===== config.mk =====
export PLATFORM = sky130hd
export DESIGN_NAME = pid_controller_two_form
export DESIGN_NICKNAME = d
export VERILOG_FILES = /design/src/rtl/core/pidc_pkg.sv /design/src/rtl/core/pidc_datapath.sv /design/src/rtl/core/pid_controller_two_form.sv
export SDC_FILE = /design/constraint.sdc
export NUM_CORES = 2
export LEC_CHECK = 0
export BUFFER_PORTS_ARGS = -buffer_cell sky130_fd_sc_hd__buf_2
export CORE_AREA = 2 2 325 327
export CTS_CLUSTER_SIZE = 28
export DETAILED_ROUTE_END_ITERATION = 12
export DIE_AREA = 0 0 327 329
export GPL_ROUTABILITY_DRIVEN = 0
export GPL_TIMING_DRIVEN = 1
export PLACE_DENSITY = 0.77
export SYNTH_ARGS = -nofsm -noshare
export SYNTH_HDL_FRONTEND = slang
export SYNTH_HIERARCHICAL = 1
export SYNTH_SLANG_ARGS = --single-unit
export TNS_END_PERCENT = 50

===== constraint.sdc =====
create_clock -name clk -period 30.1 [get_ports clk]
set_input_delay 4.515 -clock clk [delete_from_list [all_inputs] [get_ports clk]]
set_output_delay 4.515 -clock clk [all_outputs]
set_load 0.1 [all_outputs]

===== src/rtl/core/pidc_pkg.sv =====
// ----------------------------------------------------------------------------
// pidc_pkg: shared types and constants of the two-form PID controller
// Payload words, configuration and loop state records, register indexes and
// the saturating clamp used by both control forms.
// ----------------------------------------------------------------------------
package pidc_pkg;

	localparam int CFG_IDX_W = 3;
	localparam int CFG_DATA_W = 16;

	localparam logic [CFG_IDX_W-1:0] REG_MODE      = 3'd0;
	localparam logic [CFG_IDX_W-1:0] REG_KP        = 3'd1;
	localparam logic [CFG_IDX_W-1:0] REG_KI        = 3'd2;
	localparam logic [CFG_IDX_W-1:0] REG_KD        = 3'd3;
	localparam logic [CFG_IDX_W-1:0] REG_OUT_MIN   = 3'd4;
	localparam logic [CFG_IDX_W-1:0] REG_OUT_MAX   = 3'd5;
	localparam logic [CFG_IDX_W-1:0] REG_INTEG_MIN = 3'd6;
	localparam logic [CFG_IDX_W-1:0] REG_INTEG_MAX = 3'd7;

	localparam logic MODE_INCR = 1'b0;
	localparam logic MODE_POS  = 1'b1;

	localparam logic signed [15:0] LIMIT_LO = 16'sh8000;
	localparam logic signed [15:0] LIMIT_HI = 16'sh7fff;

	typedef struct packed {
		logic signed [15:0] setpoint;
		logic signed [15:0] measured;
	} in_t;

	typedef struct packed {
		logic signed [16:0] error_value;
		logic signed [15:0] drive;
	} out_t;

	typedef struct packed {
		logic               mode;
		logic signed [15:0] kp;
		logic signed [15:0] ki;
		logic signed [15:0] kd;
		logic signed [15:0] out_min;
		logic signed [15:0] out_max;
		logic signed [15:0] integ_min;
		logic signed [15:0] integ_max;
	} cfg_t;

	typedef struct packed {
		logic signed [16:0] last_err;
		logic signed [16:0] prev_err;
		logic signed [15:0] integral;
		logic signed [15:0] out_acc;
	} state_t;

	// The lower limit is applied first, so inverted limits yield the upper one.
	function automatic logic signed [15:0] clamp16(
		input logic signed [31:0] v,
		input logic signed [15:0] lo,
		input logic signed [15:0] hi
	);
		logic signed [31:0] t;
		t = v;
		if (t < 32'(lo)) begin
			t = 32'(lo);
		end
		if (t > 32'(hi)) begin
			t = 32'(hi);
		end
		return t[15:0];
	endfunction

endpackage


===== src/rtl/core/pidc_datapath.sv =====
// ----------------------------------------------------------------------------
// pidc_datapath: one control update
// Forms the error, the three gain products and the saturated sums for the
// selected form, and returns the result word with the next loop state.
// ----------------------------------------------------------------------------
module pidc_datapath (
	input  pidc_pkg::cfg_t   cfg,
	input  pidc_pkg::state_t st,
	input  pidc_pkg::in_t    sample,
	output pidc_pkg::out_t   result,
	output pidc_pkg::state_t st_next
);
	import pidc_pkg::*;

	logic signed [16:0] err;
	logic signed [17:0] err_d1;
	logic signed [18:0] err_d2;
	logic signed [17:0] p_op;
	logic signed [18:0] d_op;
	logic signed [33:0] prod_p;
	logic signed [32:0] prod_i;
	logic signed [34:0] prod_d;
	logic signed [31:0] term_p;
	logic signed [31:0] term_i;
	logic signed [31:0] term_d;
	logic signed [31:0] sum_inc;
	logic signed [31:0] sum_integ;
	logic signed [31:0] sum_pos;
	logic signed [15:0] drive_inc;
	logic signed [15:0] integ_new;
	logic signed [15:0] drive_pos;

	always_comb begin
		err    = 17'(sample.setpoint) - 17'(sample.measured);
		err_d1 = 18'(err) - 18'(st.last_err);
		err_d2 = 19'(err) - (19'(st.last_err) <<< 1) + 19'(st.prev_err);

		// Positional form uses the error and its first difference; the
		// incremental form moves one difference further along.
		p_op = (cfg.mode == MODE_POS) ? 18'(err) : err_d1;
		d_op = (cfg.mode == MODE_POS) ? 19'(err_d1) : err_d2;

		prod_p = 34'(cfg.kp) * 34'(p_op);
		prod_i = 33'(cfg.ki) * 33'(err);
		prod_d = 35'(cfg.kd) * 35'(d_op);

		term_p = 32'(prod_p >>> 8);
		term_i = 32'(prod_i >>> 8);
		term_d = 32'(prod_d >>> 8);

		sum_inc   = 32'(st.out_acc) + term_p + term_i + term_d;
		drive_inc = clamp16(sum_inc, cfg.out_min, cfg.out_max);

		sum_integ = 32'(st.integral) + term_i;
		integ_new = clamp16(sum_integ, cfg.integ_min, cfg.integ_max);
		sum_pos   = term_p + 32'(integ_new) + term_d;
		drive_pos = clamp16(sum_pos, cfg.out_min, cfg.out_max);

		st_next          = st;
		st_next.last_err = err;
		if (cfg.mode == MODE_POS) begin
			st_next.integral = integ_new;
			st_next.out_acc  = drive_pos;
		end else begin
			st_next.prev_err = st.last_err;
			st_next.out_acc  = drive_inc;
		end

		result.error_value = err;
		result.drive       = st_next.out_acc;
	end

endmodule


===== src/rtl/core/pid_controller_two_form.sv =====
// ----------------------------------------------------------------------------
// pid_controller_two_form: PID controller, incremental or positional form
// Registers each sample, computes the error and clamped drive combinationally
// and holds the result in an output register.
//
//   channel   signals                      direction  word
//   in        in_valid in_ready in_data    into       setpoint, measured
//   out       out_valid out_ready out_data out of     error_value, drive
//   cfg       cfg_we cfg_idx cfg_data      into       one register per write
//
// An accepted word passes the input register and then the output register, and
// one word is taken every cycle while the output does not stall.
// Reset clears the loop state and loads the default gains and limits.
// A stalled output holds the word in the input register; input stalls only
// when both registers are full.
// ----------------------------------------------------------------------------
module pid_controller_two_form (
	input  logic                                clk,
	input  logic                                arst_n,
	input  logic                                in_valid,
	output logic                                in_ready,
	input  pidc_pkg::in_t                       in_data,
	output logic                                out_valid,
	input  logic                                out_ready,
	output pidc_pkg::out_t                      out_data,
	input  logic                                cfg_we,
	input  logic [pidc_pkg::CFG_IDX_W-1:0]      cfg_idx,
	input  logic [pidc_pkg::CFG_DATA_W-1:0]     cfg_data
);
	import pidc_pkg::*;

	cfg_t   cfg_q;
	state_t state_q;
	state_t state_next;
	in_t    sample_s1;
	logic   valid_s1;
	out_t   out_q;
	out_t   result;
	logic   out_valid_q;
	logic   advance;

	assign advance   = valid_s1 && (!out_valid_q || out_ready);
	assign in_ready  = !valid_s1 || !out_valid_q || out_ready;
	assign out_valid = out_valid_q;
	assign out_data  = out_q;

	always_ff @(posedge clk or negedge arst_n) begin
		if (!arst_n) begin
			cfg_q.mode      <= MODE_INCR;
			cfg_q.kp        <= '0;
			cfg_q.ki        <= '0;
			cfg_q.kd        <= '0;
			cfg_q.out_min   <= LIMIT_LO;
			cfg_q.out_max   <= LIMIT_HI;
			cfg_q.integ_min <= LIMIT_LO;
			cfg_q.integ_max <= LIMIT_HI;
		end else if (cfg_we) begin
			unique case (cfg_idx)
				REG_MODE:      cfg_q.mode      <= cfg_data[0];
				REG_KP:        cfg_q.kp        <= cfg_data;
				REG_KI:        cfg_q.ki        <= cfg_data;
				REG_KD:        cfg_q.kd        <= cfg_data;
				REG_OUT_MIN:   cfg_q.out_min   <= cfg_data;
				REG_OUT_MAX:   cfg_q.out_max   <= cfg_data;
				REG_INTEG_MIN: cfg_q.integ_min <= cfg_data;
				REG_INTEG_MAX: cfg_q.integ_max <= cfg_data;
				default:       cfg_q.mode      <= cfg_q.mode;
			endcase
		end
	end

	always_ff @(posedge clk or negedge arst_n) begin
		if (!arst_n) begin
			valid_s1 <= 1'b0;
		end else if (in_valid && in_ready) begin
			valid_s1 <= 1'b1;
		end else if (advance) begin
			valid_s1 <= 1'b0;
		end
	end

	always_ff @(posedge clk) begin
		if (in_valid && in_ready) begin
			sample_s1 <= in_data;
		end
	end

	pidc_datapath u_datapath (
		.cfg     (cfg_q),
		.st      (state_q),
		.sample  (sample_s1),
		.result  (result),
		.st_next (state_next)
	);

	always_ff @(posedge clk or negedge arst_n) begin
		if (!arst_n) begin
			state_q     <= '0;
			out_valid_q <= 1'b0;
		end else if (advance) begin
			state_q     <= state_next;
			out_valid_q <= 1'b1;
		end else if (out_ready) begin
			out_valid_q <= 1'b0;
		end
	end

	always_ff @(posedge clk) begin
		if (advance) begin
			out_q <= result;
		end
	end

	// The error of the word on the output is the one the next update differences.
	a_last_err_matches_out: assert property (@(posedge clk) disable iff (!arst_n)
		out_valid_q |-> state_q.last_err == out_q.error_value)
		else $error("last error differs from the error on the output");

	a_s1_holds_on_stall: assert property (@(posedge clk) disable iff (!arst_n)
		(valid_s1 && out_valid_q && !out_ready) |=> valid_s1)
		else $error("input register dropped a word during an output stall");

	a_incr_shifts_history: assert property (@(posedge clk) disable iff (!arst_n)
		(advance && cfg_q.mode == MODE_INCR) |=>
			state_q.prev_err == $past(state_q.last_err))
		else $error("incremental update did not shift the error history");

	a_out_from_s1: assert property (@(posedge clk) disable iff (!arst_n)
		$rose(out_valid_q) |-> $past(valid_s1))
		else $error("output word appeared without a registered input");

endmodule

Word-level counts from Yosys, hierarchy flattened
Index checks and enable logic that the tools add are counted.
{"block": "totals", "regBits": 246, "input_bits": 56}
{"block": "op_classes", "n_bitwise": 1, "n_reduce_logical": 20, "n_eq_ne": 7, "addsub": 10, "mux": 13, "multipliers": 3, "magnitude_cmp": 6}
{"cell": "greater-than comparator 32 x 16 -> 1 bit", "n": 3}
{"cell": "2-to-1 mux 32 bit", "n": 3}
{"cell": "less-than comparator 32 x 16 -> 1 bit", "n": 2}
{"cell": "2-to-1 mux 16 bit", "n": 4}
{"cell": "multiplier 16 x 19 -> 35 bit", "n": 1}
{"cell": "multiplier 16 x 18 -> 34 bit", "n": 1}
{"cell": "multiplier 16 x 17 -> 33 bit", "n": 1}
{"cell": "adder 32 x 27 -> 32 bit", "n": 1}
{"cell": "adder 27 x 25 -> 28 bit", "n": 1}
{"cell": "adder 27 x 27 -> 28 bit", "n": 1}
{"cell": "adder 16 x 26 -> 27 bit", "n": 1}
{"cell": "adder 26 x 16 -> 27 bit", "n": 1}
{"cell": "adder 16 x 25 -> 26 bit", "n": 1}
{"cell": "less-than comparator 26 x 16 -> 1 bit", "n": 1}
{"cell": "AND reduction 2 bit", "n": 10}
{"cell": "adder 19 x 17 -> 19 bit", "n": 1}
{"cell": "2-to-1 mux 19 bit", "n": 1}
{"cell": "subtractor 17 x 18 -> 19 bit", "n": 1}
{"cell": "2-to-1 mux 18 bit", "n": 1}
{"cell": "subtractor 17 x 17 -> 18 bit", "n": 1}
{"cell": "subtractor 16 x 16 -> 17 bit", "n": 1}
{"cell": "== test 3 bit, second input constant", "n": 4}
{"cell": "== test 3 x 2 -> 1 bit, second input constant", "n": 2}
{"cell": "2-to-1 mux 1 bit", "n": 4}
{"cell": "other kinds (7)", "n": 12}

Logic depth before layout (Yosys ltp)
{"block": "depth", "word_depth": 14, "mapped_depth": 103}

Hierarchy
The synthesis kept the hierarchy.
{"mod": "pidc_datapath", "area_per_inst_um2": 45999.1, "cells_each": 5303, "seq_area_each_um2": 0.0, "instances": 1}
{"mod": "pid_controller_two_form", "area_per_inst_um2": 8833.5, "cells_each": 460, "seq_area_each_um2": 6521.3, "instances": 1}

Worst setup path before layout
OpenSTA, ideal clock, no wires.
{"block": "synth_timing", "path_kind": "register to register", "start": "register sample_s1[16] (netlist bit)", "end": "register state_q[9] (netlist bit)", "period_less_slack_ns": 20.964, "stages_incl_launch_ff": 93, "n_path_buf": 8, "slack_ns": 9.136, "t_arrival_ns": 20.840, "path_cell_list": "edfxtp_1 inv_1 ha_1 inv_1 fa_1 a21o_1 a21o_1 a21oi_1 o21a_1 nor2_1 a221oi_1 clkbuf_1 nand2_1 fa_1 fa_1 inv_1 fa_1 inv_1 [57 not listed] nor2_1 o22ai_1 buf_2 clkbuf_1 mux2_2 ha_1 nand4_1 nor4_1 o211a_1 o31ai_1 a21o_1 nand3_1 buf_2 buf_2 mux2i_1 mux2i_1 buf_4 mux2_2"}
{"item": "start: declaration", "line": "pid_controller_two_form.sv:35", "rtl": "in_t sample_s1;"}
{"item": "start signal: assignment", "line": "pid_controller_two_form.sv:84", "rtl": "sample_s1 <= in_data;"}
{"item": "end signal: assignment", "line": "pid_controller_two_form.sv:101", "rtl": "state_q <= state_next;"}
{"item": "end: declaration", "line": "pid_controller_two_form.sv:33", "rtl": "state_t state_q;"}

==> results_dict.tcl <==
set metrics [dict create \
    rows 119 \
    nNetsFinal 7291 \
    die_x_um 327 \
    cts_buffers 31 \
    synthCells 5763 \
    grt_pass1_wl_um 241200 \
    min_from "state_q[60]" \
    cts_resized 0 \
    syn_area_mm2 0.05483 \
    reg2reg_depth 89 \
    crit_required_ps 30610 \
    grt_max_degree 70 \
    clockRootBuffer "clkbuf_16" \
    ys_seq_area_frac 0.1189 \
    cts_buffer_depth 3 \
    worst_pin_slew_ps 1230 \
    synth_area_per_cell_um2 9.515 \
    slowest_stage "nand3_1" \
    slew_headroom 0.1775 \
    dp_hpwl_um 122300 \
    drt.antenna.violating_nets 0 \
    fin_crit_ps 24660 \
    vias_per_cell 5.790 \
    clock_skew_ps 37.27 \
    clk_latency_ps 620 \
    timing_worst_setup_path_type "reg2reg" \
    finalSetupViolations 0 \
    tritoncts "yes" \
    cts_setup_buffers 0 \
    worst-endpoint-arrival_ps 25160 \
    die_area_mm2 0.1076 \
    clkTransAtPathRegs_ps 60 \
    grt_pass1_vias 43739 \
    ys_types 100 \
    fill_cells 8961 \
    synth-edff-count 65 \
    routed_wl_um 151900 \
    critPathLaunchType "register" \
    rsz0062_at_grt "false" \
    cts_hold_buf 0 \
    syn_nets 7326 \
    r2r_setup_slack_ps 5440 \
    initial_core_util 0.5253 \
    wire_per_inst_um 21.23 \
    die_h_um 329 \
    critPathMaxFanout 29 \
    fin_util 0.5525 \
    ys_warn_count 6 \
    drtIter0Drc 3646 \
    antenna_found_initial 21 \
    portBuffers 90 \
    drive_above_1_share 0.1005 \
    whs_ps 506.0 \
    ys_ff_latch 246 \
    fin_crit_sh 0.8192 \
    endpoint_kind "register" \
    dp_cells 7086 \
    layout.cells.non_filler 7152 \
    firstDrtPassIters 6 \
    async_reset_ff_frac 0.7358 \
    min_path_cells 1 \
    tns_ps 0 \
    drc 0 \
    r2r_end "state_q[8]" \
    grt.total_usage 0.2864 \
    maxSlewViolCount 0 \
    rr_startpoint "sample_s1[17]" \
    synthFlopType "dfrtp_1" \
    drv_cap 0 \
    htreeDepth 1 \
    holdPathEnd "state_q[60]" \
    io_pins 91 \
    via_count 41408 \
    final-hold-violation-count 0 \
    core-area_mm2 0.1044 \
    worstHoldPathType "reg2reg" \
    cts_sinks 246 \
    cp_slowest_stage_delay_ps 850 \
    status "finished clean" \
    overflow 0 \
    syn_to_final_growth_pct 5.171 \
    max_clock_freq_mhz 40.56 \
]
worst max path at each step:
stage                   from          to  slack [ps]
3_3_place_gp    sample_s1[1]  state_q[0]        7170
4_1_cts        sample_s1[17]  state_q[8]        6160
5_1_grt         sample_s1[1]  state_q[8]        4130
3_5_place_dp   sample_s1[17]  state_q[5]        6300
6_report       sample_s1[17]  state_q[8]        5440
2_1_floorplan  sample_s1[16]  state_q[9]        9140
sequential cells by signal (all words and copies together), names as in the netlist:
register   flops
state_q       66
out_valid      1
valid_s1       1
out_data      33
sample_s1     32
cfg_q        113
critical path, delay by kind of cell (launching register included):
family                   cells  cell delay [ps]
AO/OA/AOI/OAI               42             9700
XOR/XNOR                     1               90
adder cells (fa/ha/maj)     16             6260
buffers and inverters        7             1090
flip-flops                   1              410
multiplexers                 6             1880
AND/OR/NAND/NOR             17             5080
placed cells by master (no fill, tap or decap), drive strengths merged, types with 13 or more instances in the layout:
master | synthesis | routed
or3 | 13 | 13
nand4 | 39 | 39
edfxtp | 65 | 65
or2 | 29 | 29
a21o | 116 | 116
a21oi | 183 | 183
nand2b | 51 | 51
dfrtp | 149 | 149
inv | 1170 | 1176
o21a | 35 | 35
a31oi | 16 | 16
nor2 | 163 | 163
a211oi | 23 | 23
mux2 | 255 | 255
xor2 | 64 | 64
and2 | 323 | 323
mux2i | 54 | 54
fa | 962 | 962
nor2b | 49 | 49
nor3 | 41 | 41
clkbuf | 134 | 45
dfstp | 32 | 32
and3 | 22 | 22
o21ai | 149 | 149
buf | 85 | 150
o21bai | 25 | 25
nand2 | 604 | 604
xnor2 | 159 | 159
ha | 545 | 545
nand3 | 46 | 46
synth_stat cells (35+ instances only):
cell	number	share of area
inv_1	1169	0.080
a21o_1	116	0.016
a21oi_1	180	0.016
mux2_2	255	0.052
xnor2_1	159	0.025
buf_4	38	0.0052
fa_1	962	0.35
mux2i_1	53	0.0097
clkbuf_1	133	0.0091
o21ai_0	135	0.012
dfrtp_1	149	0.068
edfxtp_1	65	0.036
o21a_1	35	0.0048
nand4_1	37	0.0042
ha_1	545	0.12
nor2_1	163	0.011
nand2_1	604	0.041
nor2b_1	49	0.0056
xor2_1	64	0.010
nand3_1	46	0.0042
nor3_1	40	0.0037
and2_1	323	0.037
nand2b_1	50	0.0057
logic make-up after synthesis:
kind of cell / synth area share
adder cells (fa/ha/maj): 0.4759
AND/OR/NAND/NOR: 0.1271
buffers and inverters: 0.09887
AO/OA/AOI/OAI: 0.08105
multiplexers: 0.06245
flip-flops: 0.1189
XOR/XNOR: 0.03562
through the flow:
step	cell area, µm²	setup slack [ps]
floorplan	54830	9136
global placement	56600	7165
detailed placement	56600	6302
CTS	57650	6163
global route	57650	4133
finish	57670	5443
layer usage:
metal	part of all wire	GRT usage
met5	0.00085	0
met2	0.46	0.4609
met4	0.058	0.1459
met1	0.38	0.3684
met3	0.097	0.05859
cell type report:
type                       instances  area (µm²)  area share
antenna                            8       20.02   0.0003471
clock buffer                      44       915.9     0.01588
inverter                        1170        4394     0.07620
sequential                       246        6525      0.1131
timing repair buffer             151       917.1     0.01590
tap                             1391        1740     0.03018
multi-input combinational       4128       43020      0.7460
clock inverter                    14       136.4    0.002365
Power is not shown: default switching activity piles up to over one toggle a cycle in this logic, so the estimate is an artifact.
